### config.mk
export PLATFORM = sky130hd
export DESIGN_NAME = terminal_mouse_report_decoder_core
export DESIGN_NICKNAME = d
export VERILOG_FILES = /design/src/rtl/core/mrd_pkg.sv /design/src/rtl/core/mrd_in_stage.sv /design/src/rtl/core/mrd_engine.sv /design/src/rtl/core/terminal_mouse_report_decoder_core.sv
export SDC_FILE = /design/constraint.sdc
export NUM_CORES = 1
export LEC_CHECK = 0
export ABC_AREA = 1
export BUFFER_PORTS_ARGS = -buffer_cell sky130_fd_sc_hd__buf_2
export CORE_ASPECT_RATIO = 0.5
export CORE_MARGIN = 2
export CORE_UTILIZATION = 44
export DETAILED_ROUTE_END_ITERATION = 8
export PLACE_DENSITY_LB_ADDON = 0.3
export SETUP_SLACK_MARGIN = 0.4
export SKIP_CTS_REPAIR_TIMING = 1
export SYNTH_ARGS = -nofsm -noshare
export SYNTH_HDL_FRONTEND = slang
export SYNTH_SLANG_ARGS = --single-unit
### constraint.sdc
create_clock -name clk -period 10.8 [get_ports clk]
set_input_delay 0.54 -clock clk [delete_from_list [all_inputs] [get_ports clk]]
set_output_delay 0.54 -clock clk [all_outputs]
set_load 0.01 [all_outputs]
### src/rtl/core/mrd_pkg.sv
package mrd_pkg;

    typedef struct packed {
        logic [7:0] rx_byte;
        logic [1:0] op;
    } mrd_in_t;

    typedef struct packed {
        logic signed [27:0] pos_x;
        logic signed [27:0] pos_y;
        logic [2:0]         button_code;
        logic [1:0]         action_code;
        logic               dropped;
    } mrd_out_t;

    // report format currently open
    typedef enum logic [3:0] {
        P_IDLE = 4'b0001,
        P_X10  = 4'b0010,
        P_FIVE = 4'b0100,
        P_SGR  = 4'b1000
    } mrd_proto_t;

    localparam logic [1:0] OP_CONT = 2'd0;
    localparam logic [1:0] OP_X10  = 2'd1;
    localparam logic [1:0] OP_FIVE = 2'd2;
    localparam logic [1:0] OP_SGR  = 2'd3;

    localparam logic [2:0] BTN_LEFT   = 3'd0;
    localparam logic [2:0] BTN_MIDDLE = 3'd1;
    localparam logic [2:0] BTN_RIGHT  = 3'd2;
    localparam logic [2:0] BTN_WUP    = 3'd3;
    localparam logic [2:0] BTN_WDN    = 3'd4;

    localparam logic [1:0] ACT_DOWN = 2'd0;
    localparam logic [1:0] ACT_UP   = 2'd1;
    localparam logic [1:0] ACT_DRAG = 2'd2;

    localparam logic [7:0] CH_0    = 8'h30;
    localparam logic [7:0] CH_9    = 8'h39;
    localparam logic [7:0] CH_SEMI = 8'h3B;
    localparam logic [7:0] CH_UM   = 8'h4D;
    localparam logic [7:0] CH_LM   = 8'h6D;

    localparam int          ACC_W   = 27;
    localparam logic [30:0] ACC_MAX = 31'h7FF_FFFF;

    localparam logic signed [8:0] LAST_NONE = 9'sh1FF;

endpackage

### src/rtl/core/mrd_in_stage.sv
module mrd_in_stage
    import mrd_pkg::*;
(
    input  logic    clk,
    input  logic    rst_n,
    input  logic    rpt_valid,
    output logic    rpt_ready,
    input  mrd_in_t rpt,
    input  logic    adv,
    output logic    item_vld,
    output mrd_in_t item
);

    logic    vld_reg;
    mrd_in_t item_reg;

    assign rpt_ready = !vld_reg || adv;
    assign item_vld  = vld_reg;
    assign item      = item_reg;

    always_ff @(posedge clk or negedge rst_n)
    begin
        if (!rst_n)
        begin
            vld_reg <= 1'b0;
        end
        else if (rpt_valid && rpt_ready)
        begin
            vld_reg <= 1'b1;
        end
        else if (adv)
        begin
            vld_reg <= 1'b0;
        end
    end

    always_ff @(posedge clk)
    begin
        if (rpt_valid && rpt_ready)
        begin
            item_reg <= rpt;
        end
    end

endmodule

### src/rtl/core/mrd_engine.sv
module mrd_engine
    import mrd_pkg::*;
#(
    parameter int SGR_FIELD_CHARS = 9
)
(
    input  logic     clk,
    input  logic     rst_n,
    input  logic     go,
    input  mrd_in_t  item,
    output logic     res_valid,
    output mrd_out_t res
);

    localparam int IDX_MAX = (SGR_FIELD_CHARS > 5) ? SGR_FIELD_CHARS : 5;
    localparam int IDX_W   = $clog2(IDX_MAX);

    mrd_proto_t        proto_reg, proto_next, proto_cur;
    logic [IDX_W-1:0]  idx_reg, idx_next, idx_cur;
    logic [1:0]        fsel_reg, fsel_next, fsel_cur;
    logic [ACC_W-1:0]  accb_reg, accb_next, accb_cur;
    logic [ACC_W-1:0]  accx_reg, accx_next, accx_cur;
    logic [ACC_W-1:0]  accy_reg, accy_next, accy_cur;
    logic signed [8:0] last_reg, last_next;
    logic [7:0]        held_reg [0:3];

    logic              held_we;
    logic [7:0]        c;
    logic              is_digit;
    logic [ACC_W-1:0]  acc_sel, acc_sat;
    logic [30:0]       prod;
    logic [ACC_W-1:0]  sgr_b;
    logic [2:0]        btn;
    logic [1:0]        act;
    logic signed [8:0] last_eff, now_bits, diff;

    // 5-byte coordinate: (lo-33) + 128*(hi-33), zero when bit 13 is set
    function automatic logic [27:0] split_pos(input logic [7:0] lo, input logic [7:0] hi);
        logic [16:0] lo_s;
        logic [16:0] hi_s;
        logic [16:0] p;
        lo_s = {9'b0, lo} - 17'd33;
        hi_s = {9'b0, hi} - 17'd33;
        p    = lo_s + {hi_s[9:0], 7'b0};
        if (p[13])
        begin
            p = '0;
        end
        return {{11{p[16]}}, p};
    endfunction

    assign c        = item.rx_byte;
    assign is_digit = (c inside {[CH_0:CH_9]});

    // restart on a nonzero op
    always_comb
    begin
        proto_cur = proto_reg;
        idx_cur   = idx_reg;
        fsel_cur  = fsel_reg;
        accb_cur  = accb_reg;
        accx_cur  = accx_reg;
        accy_cur  = accy_reg;
        if (item.op != OP_CONT)
        begin
            idx_cur  = '0;
            fsel_cur = '0;
            accb_cur = '0;
            accx_cur = '0;
            accy_cur = '0;
            case (item.op)
                OP_X10:  proto_cur = P_X10;
                OP_FIVE: proto_cur = P_FIVE;
                OP_SGR:  proto_cur = P_SGR;
                default: proto_cur = P_IDLE;
            endcase
        end
    end

    // decimal digit accumulate, saturating
    always_comb
    begin
        case (fsel_cur)
            2'd0:    acc_sel = accb_cur;
            2'd1:    acc_sel = accx_cur;
            default: acc_sel = accy_cur;
        endcase
        prod    = {1'b0, acc_sel, 3'b0} + {3'b0, acc_sel, 1'b0} + {27'b0, c[3:0] - 4'd0};
        acc_sat = (prod > ACC_MAX) ? ACC_MAX[ACC_W-1:0] : prod[ACC_W-1:0];
    end

    assign last_eff = (last_reg == LAST_NONE) ? 9'sd0 : last_reg;
    assign now_bits = {1'b0, held_reg[0]} - 9'sd32;
    assign diff     = now_bits ^ last_eff;

    always_comb
    begin
        proto_next = proto_cur;
        idx_next   = idx_cur;
        fsel_next  = fsel_cur;
        accb_next  = accb_cur;
        accx_next  = accx_cur;
        accy_next  = accy_cur;
        last_next  = last_reg;
        held_we    = 1'b0;
        res_valid  = 1'b0;
        res        = '0;
        sgr_b      = accb_cur;
        btn        = BTN_LEFT;
        act        = ACT_DOWN;

        case (proto_cur)
            P_IDLE:
            begin
            end

            P_SGR:
            begin
                if (is_digit)
                begin
                    if (idx_cur >= IDX_W'(SGR_FIELD_CHARS - 1))
                    begin
                        res_valid   = 1'b1;
                        res.dropped = 1'b1;
                    end
                    else
                    begin
                        idx_next = idx_cur + IDX_W'(1);
                        case (fsel_cur)
                            2'd0:    accb_next = acc_sat;
                            2'd1:    accx_next = acc_sat;
                            default: accy_next = acc_sat;
                        endcase
                    end
                end
                else if (fsel_cur != 2'd2 && c == CH_SEMI)
                begin
                    fsel_next = fsel_cur + 2'd1;
                    idx_next  = '0;
                end
                else if (fsel_cur == 2'd2 && (c == CH_UM || c == CH_LM))
                begin
                    if (c == CH_LM)
                    begin
                        act = ACT_UP;
                    end
                    else if (sgr_b[5])
                    begin
                        act      = ACT_DRAG;
                        sgr_b[5] = 1'b0;
                    end
                    case (sgr_b)
                        27'd1:    btn = BTN_MIDDLE;
                        27'd2:    btn = BTN_RIGHT;
                        27'd3:    btn = last_reg[8] ? BTN_LEFT : last_reg[2:0];
                        27'h40:   btn = BTN_WUP;
                        27'h41:   btn = BTN_WDN;
                        default:  btn = BTN_LEFT;
                    endcase
                    last_next       = (act == ACT_DOWN) ? {6'b0, btn} : LAST_NONE;
                    res_valid       = 1'b1;
                    res.pos_x       = {1'b0, accx_cur} - 28'd1;
                    res.pos_y       = {1'b0, accy_cur} - 28'd1;
                    res.button_code = btn;
                    res.action_code = act;
                end
                else
                begin
                    res_valid   = 1'b1;
                    res.dropped = 1'b1;
                end
            end

            P_X10:
            begin
                if (idx_cur >= IDX_W'(2))
                begin
                    btn = held_reg[0][2:0];
                    if (btn == 3'd3 && last_reg != LAST_NONE)
                    begin
                        btn = last_reg[2:0];
                        act = ACT_UP;
                    end
                    if (held_reg[0][6:5] == 2'b11)
                    begin
                        btn = held_reg[0][0] ? BTN_WDN : BTN_WUP;
                        act = ACT_DOWN;
                    end
                    last_next       = (act == ACT_DOWN) ? {6'b0, btn} : LAST_NONE;
                    res_valid       = 1'b1;
                    res.pos_x       = {20'b0, held_reg[1]} - 28'd33;
                    res.pos_y       = {20'b0, c} - 28'd33;
                    res.button_code = btn;
                    res.action_code = act;
                end
                else
                begin
                    held_we  = 1'b1;
                    idx_next = idx_cur + IDX_W'(1);
                end
            end

            P_FIVE:
            begin
                if (idx_cur >= IDX_W'(4))
                begin
                    case (diff)
                        9'sd1:
                        begin
                            btn = BTN_LEFT;
                            act = last_eff[0] ? ACT_UP : ACT_DOWN;
                        end
                        9'sd2:
                        begin
                            btn = BTN_MIDDLE;
                            act = last_eff[1] ? ACT_UP : ACT_DOWN;
                        end
                        9'sd4:
                        begin
                            btn = BTN_RIGHT;
                            act = last_eff[2] ? ACT_UP : ACT_DOWN;
                        end
                        9'sd0:
                        begin
                            btn = BTN_LEFT;
                            act = ACT_DRAG;
                        end
                        default:
                        begin
                            btn = BTN_LEFT;
                            act = ACT_DOWN;
                        end
                    endcase
                    last_next       = now_bits;
                    res_valid       = 1'b1;
                    res.pos_x       = split_pos(held_reg[1], held_reg[2]);
                    res.pos_y       = split_pos(held_reg[3], c);
                    res.button_code = btn;
                    res.action_code = act;
                end
                else
                begin
                    held_we  = 1'b1;
                    idx_next = idx_cur + IDX_W'(1);
                end
            end

            default:
            begin
            end
        endcase

        // any result closes the report
        if (res_valid)
        begin
            proto_next = P_IDLE;
            idx_next   = '0;
            fsel_next  = '0;
        end
    end

    always_ff @(posedge clk or negedge rst_n)
    begin
        if (!rst_n)
        begin
            proto_reg <= P_IDLE;
            idx_reg   <= '0;
            fsel_reg  <= '0;
            accb_reg  <= '0;
            accx_reg  <= '0;
            accy_reg  <= '0;
            last_reg  <= LAST_NONE;
        end
        else if (go)
        begin
            proto_reg <= proto_next;
            idx_reg   <= idx_next;
            fsel_reg  <= fsel_next;
            accb_reg  <= accb_next;
            accx_reg  <= accx_next;
            accy_reg  <= accy_next;
            last_reg  <= last_next;
        end
    end

    always_ff @(posedge clk)
    begin
        if (go && held_we)
        begin
            held_reg[idx_cur[1:0]] <= c;
        end
    end

endmodule

### src/rtl/core/terminal_mouse_report_decoder_core.sv
// Mouse report decoder: one report byte per item, one event or drop status per finished report.
// Path: the accepting edge loads the input register, then the event register raises event valid.
// Throughput: 1 item per cycle; all per-byte decode is one combinational pass between them.
// Reset: asynchronous, active low; block idle, no report open, no remembered button.
// Both stages hold while an event waits with evt_ready low; rpt_ready drops once the input register is full.
module terminal_mouse_report_decoder_core
    import mrd_pkg::*;
#(
    parameter int SGR_FIELD_CHARS = 9
)
(
    input  logic     clk,
    input  logic     rst_n,
    input  logic     rpt_valid,
    output logic     rpt_ready,
    input  mrd_in_t  rpt,
    output logic     evt_valid,
    input  logic     evt_ready,
    output mrd_out_t evt
);

    logic     adv;
    logic     item_vld;
    mrd_in_t  item;
    logic     res_valid;
    mrd_out_t res;
    logic     evt_vld_reg;
    mrd_out_t evt_reg;

    assign adv       = item_vld && (!evt_vld_reg || evt_ready);
    assign evt_valid = evt_vld_reg;
    assign evt       = evt_reg;

    mrd_in_stage u_in_stage (
        .clk       (clk),
        .rst_n     (rst_n),
        .rpt_valid (rpt_valid),
        .rpt_ready (rpt_ready),
        .rpt       (rpt),
        .adv       (adv),
        .item_vld  (item_vld),
        .item      (item)
    );

    mrd_engine #(
        .SGR_FIELD_CHARS (SGR_FIELD_CHARS)
    ) u_engine (
        .clk       (clk),
        .rst_n     (rst_n),
        .go        (adv),
        .item      (item),
        .res_valid (res_valid),
        .res       (res)
    );

    always_ff @(posedge clk or negedge rst_n)
    begin
        if (!rst_n)
        begin
            evt_vld_reg <= 1'b0;
        end
        else if (adv && res_valid)
        begin
            evt_vld_reg <= 1'b1;
        end
        else if (evt_ready)
        begin
            evt_vld_reg <= 1'b0;
        end
    end

    always_ff @(posedge clk)
    begin
        if (adv && res_valid)
        begin
            evt_reg <= res;
        end
    end

endmodule

=== Word level (Yosys, flattened, before mapping) ===
Memory sizes are Yosys's and may differ from the RTL's.
Cells that the tools add are included.

* Add/subtract/negate cells: 15
* $lt $le $gt $ge: 6
* Equality and inequality tests: 29
* Mux-type cells: 92
* Bitwise operators: 1
* Reductions and logical operators: 23

{| class="wikitable"
|+ Operator list
! kind !! number
|-
| two-way mux 27 bit || 16
|-
| two-way mux 61 bit || 4
|-
| case mux 61 bit (3 select lines) || 1
|-
| two-way mux 9 bit || 8
|-
| subtractor 8 x 6 -> 9 bit, second input constant || 7
|-
| two-way mux 62 bit || 1
|-
| subtractor 27 x 1 -> 28 bit, second input constant || 2
|-
| == test 27 x 2 -> 1 bit, second input constant || 2
|-
| == test 27 x 7 -> 1 bit, second input constant || 2
|-
| case mux 27 bit (2 select lines) || 1
|-
| two-way mux 4 bit || 9
|-
| adder 17 bit || 2
|-
| two-way mux 17 bit || 2
|-
| adder 30 x 28 -> 31 bit || 1
|-
| adder 31 x 4 -> 31 bit || 1
|-
| > comparator 31 x 27 -> 1 bit, second input constant || 1
|-
| two-way mux 2 bit || 14
|-
| == test 27 x 1 -> 1 bit, second input constant || 1
|-
| case mux 9 bit (3 select lines) || 1
|-
| two-way mux 1 bit || 24
|-
| case mux 4 bit (3 select lines) || 2
|-
| == test 9 x 1 -> 1 bit, second input constant || 2
|-
| == test 8 x 7 -> 1 bit, second input constant || 2
|-
| case mux 3 bit (5 select lines) || 1
|-
| other kinds (34) || 59
|}

* Bits in registers: 174
* Bits in writable memories: 32
* Input port bits: 14
* Output and inout port bits: 64
* Word-level logic and storage cells: 183
* Memories kept: 1

{| class="wikitable"
|+ Memories
! name !! depth !! width !! read ports !! clocked after Yosys merged registers in !! wr ports !! line !! source
|-
| u_engine.held_reg || 4 || 8 || 4 || 0 || 1 || mrd_engine.sv:25 || <nowiki>logic [7:0] held_reg [0:3];</nowiki>
|}

=== Logic depth before layout (Yosys ltp) ===
Gate-level depths: netlist (run 1).

* Depth after elaboration: 15
* Mapped depth: 35
* Mapped depth without buffers: 27

=== Hierarchy ===
Synthesis (run 1) repeated with hierarchy kept, for this count alone.

* Cell total of the unflattened synthesis: 2124
* Area, all modules: 15416.0 sq um

{| class="wikitable"
|+ By module, submodules not included
! module !! times used !! cells each !! area each (sq um) !! seq. area each (sq um)
|-
| mrd_engine || 1 || 2037 || 13145.1 || 3475.8
|-
| terminal_mouse_report_decoder_core || 1 || 71 || 1925.6 || 1886.8
|-
| mrd_in_stage || 1 || 16 || 345.3 || 325.3
|}

=== Worst setup path before layout (run 1) ===
OpenSTA, ideal clock, no wires.

* Path kind: reg2reg
* Start point: reg u_in_stage.item_reg, in the netlist u_in_stage.item[0]
* End point: reg evt_reg, in the netlist evt[0] (enable)
* Library setup time: 0.482 ns
* Arrival time: 4.641 ns
* Data required time: 10.318 ns
* Path slack: 5.677 ns
* Stages on the path, launching flop included: 19
* Path buffers: 5
* Clock period less this slack: 5.123 ns
* Path through: edfxtp_1 inv_2 nand2_2 buf_6 buf_8 buf_6 buf_6 buf_2 nor2_1 inv_1 ha_1 inv_1 nand2_1 nor2_1 o21ai_0 o21ai_0 nand3_1 inv_1 nor2_1

* Word-level cells in the longest chain between the ends: 8
* Elaborated cells on any way between the ends: 23
* Those cells by class: 3 x order compare; 7 x eq/ne; 10 x mux; 3 x reduce/logical

{| class="wikitable"
|+ Ends and longest elaborated chain
! element !! line !! source
|-
| from (decl) || mrd_in_stage.sv:15 || <nowiki>mrd_in_t item_reg;</nowiki>
|-
| from (signal assigned) || mrd_in_stage.sv:41 || <nowiki>item_reg <= rpt;</nowiki>
|-
| branches (longest 6 deep; another with >= comparator 4 bit) || -- ||
|-
| case mux 1 bit (3 select lines) * || mrd_engine.sv:112 || <nowiki>case (proto_cur)</nowiki>
|-
| logical AND 1 bit * || terminal_mouse_report_decoder_core.sv:74 || <nowiki>if (adv && res_valid)</nowiki>
|-
| to (signal assigned) || terminal_mouse_report_decoder_core.sv:76 || <nowiki>evt_reg <= res;</nowiki>
|-
| to (decl) || terminal_mouse_report_decoder_core.sv:28 || <nowiki>mrd_out_t evt_reg;</nowiki>
|}

Mark *: on every way between the ends.
A chain may end at the register's enable or synchronous reset.

=== Final worst setup path (run 1) ===
* Start point: reg u_in_stage.item_reg, in the netlist u_in_stage.item[0]
* End point: reg u_engine.accy_reg[6]

* Word-level cells in the longest chain between the ends: 12
* Elaborated cells on any way between the ends: 25
* Those cells by class: 2 x add/sub; 2 x order compare; 5 x eq/ne; 13 x mux; 3 x reduce/logical

{| class="wikitable"
|+ Ends and longest elaborated chain
! element !! line !! source
|-
| nonzero test 2 bit || mrd_engine.sv:64 || <nowiki>if (item.op != OP_CONT)</nowiki>
|-
| two-way mux 2 bit || mrd_engine.sv:64 ||
|-
| == test 2 x 1 -> 1 bit / logical NOT 2 bit (equally long branches) || mrd_engine.sv:83, mrd_engine.sv:129 ||
|-
| case mux 27 bit (2 select lines) || mrd_engine.sv:83 || <nowiki>case (fsel_cur)</nowiki>
|-
| adder 30 x 28 -> 31 bit || mrd_engine.sv:88 || <nowiki>prod = {1'b0, acc_sel, 3'b0} + {3'b0, acc_sel, 1'b0} + {27'b0, c[3:0] - 4'd0};</nowiki>
|-
| adder 31 x 4 -> 31 bit || mrd_engine.sv:88 ||
|-
| > comparator 31 x 27 -> 1 bit || mrd_engine.sv:89 || <nowiki>acc_sat = (prod > ACC_MAX) ? ACC_MAX[ACC_W-1:0] : prod[ACC_W-1:0];</nowiki>
|-
| two-way mux 27 bit || mrd_engine.sv:89 ||
|-
| two-way mux 27 bit || mrd_engine.sv:129 || <nowiki>case (fsel_cur)</nowiki>
|-
| two-way mux 27 bit || mrd_engine.sv:121 || <nowiki>if (idx_cur >= IDX_W'(SGR_FIELD_CHARS - 1))</nowiki>
|-
| two-way mux 27 bit || mrd_engine.sv:119 || <nowiki>if (is_digit)</nowiki>
|-
| two-way mux 27 bit * || mrd_engine.sv:112 ||
|-
| to (signal assigned) || mrd_engine.sv:281 || <nowiki>accy_reg <= accy_next;</nowiki>
|-
| to (decl) || mrd_engine.sv:23 || <nowiki>logic [ACC_W-1:0] accy_reg, accy_next, accy_cur;</nowiki>
|}

Mark *: on every way between the ends. The rest lies on a longest branch, timed or not.

==> metrics, run 1 <==
status=finished with violations; failing checks=hold timing; post-synthesis cell area=15500 um2; CP top delay family=simple AND/OR/NAND/NOR gates; Synth Instances=2128; fill cell count=3423; synth top area cells=edfxtp_1, dfrtp_1, nand2_1, ha_1, inv_1; drt first pass iters=8; Clk pwr share=33.7%; Peak Freq=139 MHz; final setup vio count=0; final wirelength=47400 um; share of Yosys cell area claimed by the top area cell type=20.1%; minimum clock period=7.20 ns; port buffer count=77; diode count=0; Worst setup EP type=flip-flop; vias=14679; flops & latches, synth=206; slack of the critical path=3.60 ns; final instance area=17000 um2; Multi-input gate area=8410 um2; Die ar.=36900 um2; die height=137 um; Post-Place Cells=2617; Worst Setup Start Kind=flip-flop; number of flip-flops in the largest register=62; Initial Util=44.9%; Yosys cell types=52; Fin Hold WS=-0.0116 ns; Post-synth EDFFs=104; Sw Pwr=773 uW; via/cell ratio=5.52; width of the die=270 um; Arr. time, crit path=7.63 ns; Placeable Area=34700 um2; Slew Limit Fails=0; Internal=1.53 mW; CTS sink cnt=206; CTS Root Cell=clkbuf_16; grt total ovfl=0; register area share after synthesis=36.6%; antenna violations before repair=0; clock transition at the registers of the reported paths=0.07 ns; crit path max-delay cell type=inv_1; Core Rows=48; Worst EP required=11.23 ns; # IOs=78; period utilization=66.7%; Max Cap Viol=0; largest net degree at the start of global routing=95; sequential cell area=5690 um2; area grow syn2layout=9.09%; Warnings, synthesis=0; hold crit path type=in -> async; worst path bufs/invs=2; RSZ-0062 raised after global routing=no; Power per Cell Area=136 nW/um2; Placer Congestion=0.944; Final Instance Count excl. Fillers=2657; Gate power share=24.1%; CTS tree=built; CP Class=reg -> reg; Fin. Hold Viols=13; first-pass GRT wire length=74100 um; largest area contributor in the netlist=edfxtp_1; CTS Buf Count=22; P_leak=7.97 nW; Reg power frac=42.2%; Worst Path Max Fanout=57; post-synthesis async set-or-reset flop share=49.5%; nets@finish=2272; DRC=0; antenna viol nets, final=0; cell area after placement=16300 um2; largest stage delay on the critical path=0.90 ns; reg2reg setup slack=3.60 ns; clk_skew=0.0191 ns; Setup TNS=0 ns; H-tree depth=1; WL per Instance=17.8 um; slew margin rel.=29.4%; Starting DRT DRC Count=1508; pre-CTS setup slack=3.75 ns; switching portion of total power=33.6%; Post-DP HPWL=35000 um; vias in the first global route=13478; maximum vdd drop=0.0983 mV; syn_area_per_cell=7.31 um2; total track usage=25.4%; prevailing post-synth register cell=edfxtp_1; most common cell after layout, fill and taps aside=nand2_1; share of layout cells above drive strength 1=9.12%; Clock Tree Buf Depth=3; worst skew pair latency=0.54 ns; most frequent CP cell=nand2_1; most frequent cells in the layout=nand2_1, inv_1, nor2_1; Synth Net Count=2234; worst slew pin tran=1.06 ns
-- per-stage QoR --
stage	total power, mW	util [%]	hold slack, ns
2_1_floorplan	1.38	-	0.244
3_3_place_gp	1.52	46.9	0.463
3_5_place_dp	1.53	46.9	0.465
4_1_cts	2.31	48.9	-0.0156
5_1_grt	2.41	48.9	0.0173
6_report	2.30	48.9	-0.0116
-- per-layer routing --
metal | wire length, um | track usage (%) | vias up
li1 | - | - | 7150
met1 | 21400 | 36.0 | 6818
met2 | 20400 | 39.5 | 614
met3 | 3910 | 4.07 | 97
met4 | 1690 | 9.26 | 0
met5 | 0 | 0 | -
-- worst register-to-register path, cell delays in order, from the launching register on --
cell	delay (ns)
edfxtp_1	0.45
nor2_2	0.13
buf_4	0.41
nand2_2	0.66
ha_1	0.73
inv_1	0.91
o22ai_1	0.22
nand2_1	0.09
o21ai_0	0.20
ha_1	0.37
ha_1	0.29
fa_1	0.47
nand3_1	0.10
nand3_1	0.17
nand3_1	0.12
nand3_1	0.11
nand2_1	0.12
nor2_1	0.06
nand2_1	0.05
nand3_1	0.10
nor2_4	0.75
nand3_1	0.31
nand2_1	0.13
nand2_1	0.06
nand2_1	0.05
nand2_1	0.05
-- synth_stat cells (3+ instances only) --
cell and count:
dfrtp_1 92, and2_1 3, clkbuf_1 38, nand2_2 5
nor2_1 231, nand3_2 7, inv_2 18, a21oi_1 190
a31oi_1 16, nor2_2 19, o21ai_1 22, inv_1 270
xnor2_1 28, buf_2 20, xor2_1 52, nor4_1 6
o211ai_1 6, buf_6 6, buf_1 5, nand3_1 109
o221ai_1 17, fa_1 4, nor3_1 22, nand3b_1 3
nand4_1 36, nand2_1 509, ha_1 88, buf_4 4
o31ai_1 3, edfxtp_1 104, o22ai_1 28, dfstp_2 10
a22oi_1 34, o21ai_0 92, nor2_4 5
-- worst paths after layout --
path / start / endpoint / cells past startpoint
worst min register to register: u_engine.accy_reg[15] / u_engine.accy_reg[15] / 2
worst max register to register: u_in_stage.item[0] / u_engine.accy_reg[6] / 25
max in group asynchronous: rst_n / u_engine.proto_reg[2] / 2
worst max-delay path: u_in_stage.item[0] / u_engine.accy_reg[6] / 25
worst min-delay path: rst_n / u_engine.accy_reg[20] / 1
min in group clk: rpt[8] / u_in_stage.item[8] / 1
-- power groups by stage --
stage / Sequential (mW) / Combinational [mW] / Clock, mW
finish: 0.971 / 0.555 / 0.777
global route: 0.979 / 0.617 / 0.818
CTS: 0.970 / 0.550 / 0.789
detailed placement: 0.985 / 0.546 / 0
global placement: 0.982 / 0.537 / 0
floorplan: 0.973 / 0.404 / 0
-- final cells by class --
type,count,share of cell area (%)
inverter,290,6.42
tap,475,3.50
multi-input combinational,1558,49.6
timing repair buffer,88,2.77
clock buffer,25,3.44
sequential,206,33.5
clock inverter,15,0.738
-- kinds of logic after synthesis --
family	synth area share (%)
AOI/OAI and AO/OA	15.2
xor gates and xnor gates	4.51
adders and majority gates	7.60
buffers and inverters	9.41
DFF	36.6
and+or+nand+nor	26.7
Note: power is estimated with default switching activity, not from simulation.
==> run 2: changes to the inputs <==
==> constraint.sdc (replaced) <==
create_clock -name clk -period 7.3 [get_ports clk]
set_input_delay 0.365 -clock clk [delete_from_list [all_inputs] [get_ports clk]]
set_output_delay 0.365 -clock clk [all_outputs]
set_load 0.01 [all_outputs]
==> run 2 against run 1 <==
The flow still finishes with violations (hold timing). Critical path type unchanged. Largest cell class unchanged. Power rose by 50%. Critical endpoint is now u_engine.accy_reg[22]. Final area rose by 0.64%. Routed wire length fell by 2.0%. Highest routed layer unchanged. Fmax rose by 17%.
==> metrics, run 2 (synthesis gave the netlist of run 1 again) <==
CTS tree=built (unchanged); final instance area=17100 um2 (was 17000 um2); pre-CTS setup slack=1.35 ns (was 3.75 ns); RSZ-0062 raised after global routing=no (unchanged); status=finished with violations (unchanged); Max Cap Viol=0 (unchanged); period utilization=84.4% (was 66.7%); Setup TNS=0 ns (unchanged); wire length on met2=20000 um (was 20400 um); crit path cell chain=inv_2, nand2_2, nor2_1, inv_1, ha_1, inv_1, o211ai_1, o21ai_0, fa_1, inv_1, fa_1, nand3_1, nand3_1, nand3_1, nand3_1, nand2_1, nor2_1, nand2_1, nand3_1, nor2_4, nand3_1, o21ai_1, nand2_1; FF-to-FF Start=u_in_stage.item[0] (unchanged); wl on met1=21000 um (was 21400 um); CP Class=reg -> reg (unchanged); width of the die=270 um (unchanged); nets@finish=2278 (was 2272); CTS sink cnt=206 (unchanged); grt total ovfl=0 (unchanged); port buffer count=77 (unchanged); # IOs=78 (unchanged); DRC=0 (unchanged); Core Rows=48 (unchanged); antenna viol nets, final=0 (unchanged); via/cell ratio=5.48 (was 5.52); antenna violations before repair=0 (unchanged); minimum clock period=6.16 ns (was 7.20 ns); WL per Instance=17.4 um (was 17.8 um); Setup crit start=u_in_stage.item[0] (unchanged); largest net degree at the start of global routing=92 (was 95); share of layout cells above drive strength 1=9.23% (was 9.12%); failing checks=hold timing (unchanged); clock transition at the registers of the reported paths=0.06 ns (was 0.07 ns); Die ar.=36900 um2 (unchanged); vias=14602 (was 14679); clk_skew=0.0342 ns (was 0.0191 ns); Final Instance Count excl. Fillers=2663 (was 2657); Peak Freq=162 MHz (was 139 MHz); Worst Setup Start Kind=flip-flop (unchanged); CTS Root Cell=clkbuf_16 (unchanged); Fin Hold WS=-0.0611 ns (was -0.0116 ns); largest stage delay on the critical path=0.75 ns (was 0.90 ns); Post-Place Cells=2618 (was 2617); worst path bufs/invs=4 (was 2); Placeable Area=34700 um2 (unchanged); most common cell after layout, fill and taps aside=nand2_1 (unchanged); Post-DP HPWL=34600 um (was 35000 um); drt first pass iters=6 (was 8); metal3 WL=3920 um (was 3910 um); final core area utilization=49.3% (was 48.9%); Worst setup EP type=flip-flop (unchanged); Initial Util=44.9% (unchanged); Placer Congestion=0.939 (was 0.944); Pwr Total=3.45 mW (was 2.30 mW); final setup vio count=0 (unchanged); CTS Buf Count=22 (unchanged); worst slew pin tran=1.17 ns (was 1.06 ns); most frequent CP cell=nand3_1 (was nand2_1); Slew Limit Fails=0 (unchanged); Arr. time, crit path=6.57 ns (was 7.63 ns); area grow syn2layout=9.79% (was 9.09%); diode count=0 (unchanged); highest routed metal layer=met4 (unchanged); total track usage=25.0% (was 25.4%); CP top delay family=simple AND/OR/NAND/NOR gates (unchanged); P_leak=8.00 nW (was 7.97 nW); maximum vdd drop=0.140 mV (was 0.0983 mV); number of flip-flops in the largest register=62 (unchanged); first-pass GRT wire length=73100 um (was 74100 um); slack of the critical path=1.14 ns (was 3.60 ns); hold crit path type=in -> async (unchanged); Fin. Hold Viols=48 (was 13); final wirelength=46400 um (was 47400 um); Power per Cell Area=202 nW/um2 (was 136 nW/um2); worst skew pair latency=0.54 ns (about the same); Worst Path Max Fanout=37 (was 57); vias in the first global route=13276 (was 13478); cell area after placement=16300 um2 (about the same); fill cell count=3388 (was 3423); die height=137 um (unchanged); slew margin rel.=22.0% (was 29.4%); Starting DRT DRC Count=1496 (was 1508); crit path max-delay cell type=ha_1 (was inv_1); most frequent cells in the layout=nand2_1, inv_1, nor2_1 (unchanged); Worst EP required=7.71 ns (was 11.23 ns); Clock Tree Buf Depth=3 (unchanged); H-tree depth=1 (unchanged)
run 2: cell types whose count changed in the layout (fill, tap and decap cells not counted), sizes merged:
| cell | change |
|---|---|
| buf | +1 |
| bufinv | +2 |
| clkinvlp | +4 |
| clkinv | -4 |
| dlygate4sd3 | +5 |
| clkbuf | -2 |
run 2: path summary, 6_finish.rpt:
| kind | endpoint | slack, ns | cells past startpoint |
|---|---|---|---|
| max reg2reg | u_engine.accy_reg[22] | 1.14 | 23 |
| min in group clk | u_in_stage.item[1] | 0.01 | 1 |
| min | u_engine.accx_reg[24] | -0.06 | 1 |
| max in group asynchronous | u_engine.accx_reg[7] | 6.25 | 2 |
| min reg2reg | u_engine.accb_reg[23] | 0.48 | 2 |
| max | u_engine.accy_reg[22] | 1.14 | 23 |
run 2: power by group:
group,leakage (nW),internal [mW],switching [mW]
Combinational,5.39,0.260,0.566
Clock,0.355,0.697,0.495
Sequential,2.26,1.36,0.0734
Total,8.00,2.32,1.13
run 2: layout make-up:
| type | count | area (um2) | share of cell area (%) |
|---|---|---|---|
| Clock buffer | 23 | 554 | 3.25 |
| Clock inverter | 17 | 205 | 1.20 |
| Inverter | 290 | 1090 | 6.38 |
| Multi-Input combinational cell | 1558 | 8410 | 49.3 |
| Sequential cell | 206 | 5690 | 33.3 |
| Tap cell | 475 | 594 | 3.48 |
| Timing Repair Buffer | 94 | 528 | 3.09 |
run 2: worst reg2reg max path: stages, from the launching register on:
cell and delay [ns]:
edfxtp_1 0.42, inv_2 0.06, nand2_2 0.08, nor2_1 0.08
inv_1 0.08, ha_1 0.75, inv_1 0.75, o211ai_1 0.36
o21ai_0 0.19, fa_1 0.56, inv_1 0.07, fa_1 0.49
nand3_1 0.10, nand3_1 0.15, nand3_1 0.11, nand3_1 0.10
nand2_1 0.10, nor2_1 0.05, nand2_1 0.05, nand3_1 0.10
nor2_4 0.65, nand3_1 0.43, o21ai_1 0.22, nand2_1 0.07
run 2: layer usage:
metal  vias up  global-route usage (%)
li1       7169                       -
met1      6731                    35.8
met2       607                    39.0
met3        95                    3.82
met4         0                    7.96
met5         -                       0
==> run 3: changes to the inputs <==
==> constraint.sdc (replaced) <==
create_clock -name clk -period 5.3 [get_ports clk]
set_input_delay 0.265 -clock clk [delete_from_list [all_inputs] [get_ports clk]]
set_output_delay 0.265 -clock clk [all_outputs]
set_load 0.01 [all_outputs]
==> run 3 against run 2 <==
The flow now finishes without violations. Core utilization rose by 0.84 points. Die area stayed put. Cell count is 0.71% higher. Largest power group unchanged. Global-route usage increased by 0.21 points. Via count is 1.1% higher. Critical endpoint unchanged. Highest routed layer unchanged.
==> metrics, run 3 (synthesis gave the netlist of run 1 again) <==
# IOs=78 (unchanged); worst skew pair latency=0.54 ns (about the same); port buffer count=77 (unchanged); width of the die=270 um (unchanged); CTS Buf Count=22 (unchanged); hold crit path type=in -> reg (was in -> async); antenna viol nets, final=0 (unchanged); worst slew pin tran=1.13 ns (was 1.17 ns); Internal=3.28 mW (was 2.32 mW); antenna violations before repair=0 (unchanged); Setup crit start=u_in_stage.item[0] (unchanged); Clock Tree Buf Depth=3 (unchanged); most frequent cells in the layout=nand2_1, inv_1, nor2_1 (unchanged); Gate power share=23.4% (was 23.9%); slack of the critical path=0.693 ns (was 1.14 ns); most common cell after layout, fill and taps aside=nand2_1 (unchanged); number of flip-flops in the largest register=62 (unchanged); first-pass GRT wire length=73700 um (was 73100 um); Die ar.=36900 um2 (unchanged); P_leak=8.15 nW (was 8.00 nW); CP top delay family=simple AND/OR/NAND/NOR gates (unchanged); Max Cap Viol=0 (unchanged); largest stage delay on the critical path=0.51 ns (was 0.75 ns); fill cell count=3408 (was 3388); period utilization=86.9% (was 84.4%); Worst Path Max Fanout=24 (was 37); Worst Setup Start Kind=flip-flop (unchanged); H-tree depth=1 (unchanged); vias in the first global route=13279 (was 13276); minimum clock period=4.61 ns (was 6.16 ns); Post-DP HPWL=34600 um (about the same); nets@finish=2297 (was 2278); final wirelength=47300 um (was 46400 um); share of layout cells above drive strength 1=10.0% (was 9.23%); Initial Util=44.9% (unchanged); diode count=0 (unchanged); WL per Instance=17.6 um (was 17.4 um); DRC=0 (unchanged); grt total ovfl=0 (unchanged); Reg power frac=40.5% (was 41.5%); vias=14760 (was 14602); Worst setup EP type=flip-flop (unchanged); Power per Cell Area=281 nW/um2 (was 202 nW/um2); maximum vdd drop=0.211 mV (was 0.140 mV); Starting DRT DRC Count=1625 (was 1496); Sw Pwr=1.60 mW (was 1.13 mW); min-delay src=evt_ready; most frequent CP cell=nand3_1 (unchanged); Setup TNS=0 ns (unchanged); total track usage=25.2% (was 25.0%); Peak Freq=217 MHz (was 162 MHz); CTS tree=built (unchanged); drt first pass iters=6 (unchanged); RSZ-0062 raised after global routing=no (unchanged); Worst EP required=5.73 ns (was 7.71 ns); Placeable Area=34700 um2 (unchanged); clk_skew=0.0215 ns (was 0.0342 ns); crit path max-delay cell type=fa_1 (was ha_1); area grow syn2layout=11.7% (was 9.79%); status=finished clean (was finished with violations); final setup vio count=0 (unchanged); Core Rows=48 (unchanged); FF-to-FF Start=u_in_stage.item[0] (unchanged); crit path cell chain=inv_2, nand2_2, nor2_2, ha_1, buf_4, clkinvlp_4, o221ai_1, o21ai_0, fa_1, inv_1, fa_1, nand3_1, nand3_1, nand3_1, nand3_1, nand2_1, nor2_1, nand2_1, nand3_1, nor2_4, buf_8, nand3_1, o21ai_1, nand2_1 (was inv_2, nand2_2, nor2_1, inv_1, ha_1, inv_1, o211ai_1, o21ai_0, fa_1, inv_1, fa_1, nand3_1, nand3_1, nand3_1, nand3_1, nand2_1, nor2_1, nand2_1, nand3_1, nor2_4, nand3_1, o21ai_1, nand2_1); pre-CTS setup slack=0.410 ns (was 1.35 ns); Pwr Total=4.88 mW (was 3.45 mW); Placer Congestion=0.937 (was 0.939); Fin. Hold Viols=0 (was 48); die height=137 um (unchanged); clock transition at the registers of the reported paths=0.07 ns (was 0.06 ns); Slew Limit Fails=0 (unchanged); CP Class=reg -> reg (unchanged); largest net degree at the start of global routing=88 (was 92); CTS Root Cell=clkbuf_16 (unchanged); Arr. time, crit path=5.04 ns (was 6.57 ns); slew margin rel.=24.5% (was 22.0%); CTS sink cnt=206 (unchanged); via/cell ratio=5.50 (was 5.48); worst path bufs/invs=5 (was 4); Clk pwr share=36.1% (was 34.5%); switching portion of total power=32.9% (about the same)
-- run 3: area by class of cell --
type	instances	area [um2]	area share (%)
clock buffers	25	606	3.49
clock inverters	15	210	1.21
inverters	290	1090	6.29
multi-input cells	1558	8420	48.5
flip-flops and latches	206	5690	32.8
well taps	475	594	3.42
repair buffers	111	743	4.28
repair inverters	2	15.0	0.0865
-- run 3: power groups by stage --
| stage | combinational, mW | sequential (mW) | clock (mW) |
|---|---|---|---|
| finish | 1.14 | 1.98 | 1.76 |
| global route | 1.28 | 1.99 | 1.84 |
| CTS | 1.12 | 1.97 | 1.78 |
| detailed placement | 1.11 | 2.00 | 0 |
| global placement | 1.10 | 2.00 | 0 |
| floorplan | 0.824 | 1.98 | 0 |
-- run 3: worst min-delay path, delay by kind of cell --
family                 cells  cell delay [ns]
buffers and inverters      2             0.12
AND/OR/NAND/NOR            2             0.16
-- run 3: layer usage --
layer | routed length (um) | GRT usage (%) | up-vias
met4 | 1530 | 8.15 | 0
met5 | 0 | 0 | -
met1 | 21500 | 36.2 | 6836
met3 | 3960 | 4.47 | 87
met2 | 20300 | 38.7 | 621
li1 | - | - | 7216
-- run 3: through the flow --
| stage | cell area [um2] | hold WS (ns) | util (%) | cells |
|---|---|---|---|---|
| 6_report | 17400 | 0.0475 | 50.1 | 2682 |
| 5_1_grt | 17400 | 0.0684 | 50.1 | 2682 |
| 4_1_cts | 17200 | -0.235 | 49.5 | 2665 |
| 3_5_place_dp | 16400 | 0.332 | 47.2 | 2625 |
| 3_3_place_gp | 16400 | 0.328 | 47.2 | 2625 |
| 2_1_floorplan | 15600 | -0.0306 | - | 2128 |
-- run 3: path summary, 6_finish.rpt --
path | slack, ns | end | depth (start not counted)
max | 0.69 | u_engine.accy_reg[22] | 24
min | 0.05 | u_in_stage.item_vld | 4
max reg2reg | 0.69 | u_engine.accy_reg[22] | 24
min reg2reg | 0.49 | u_engine.accy_reg[15] | 2
max in group asynchronous | 3.74 | u_engine.accb_reg[13] | 3
min in group asynchronous | 0.30 | u_engine.accx_reg[25] | 2
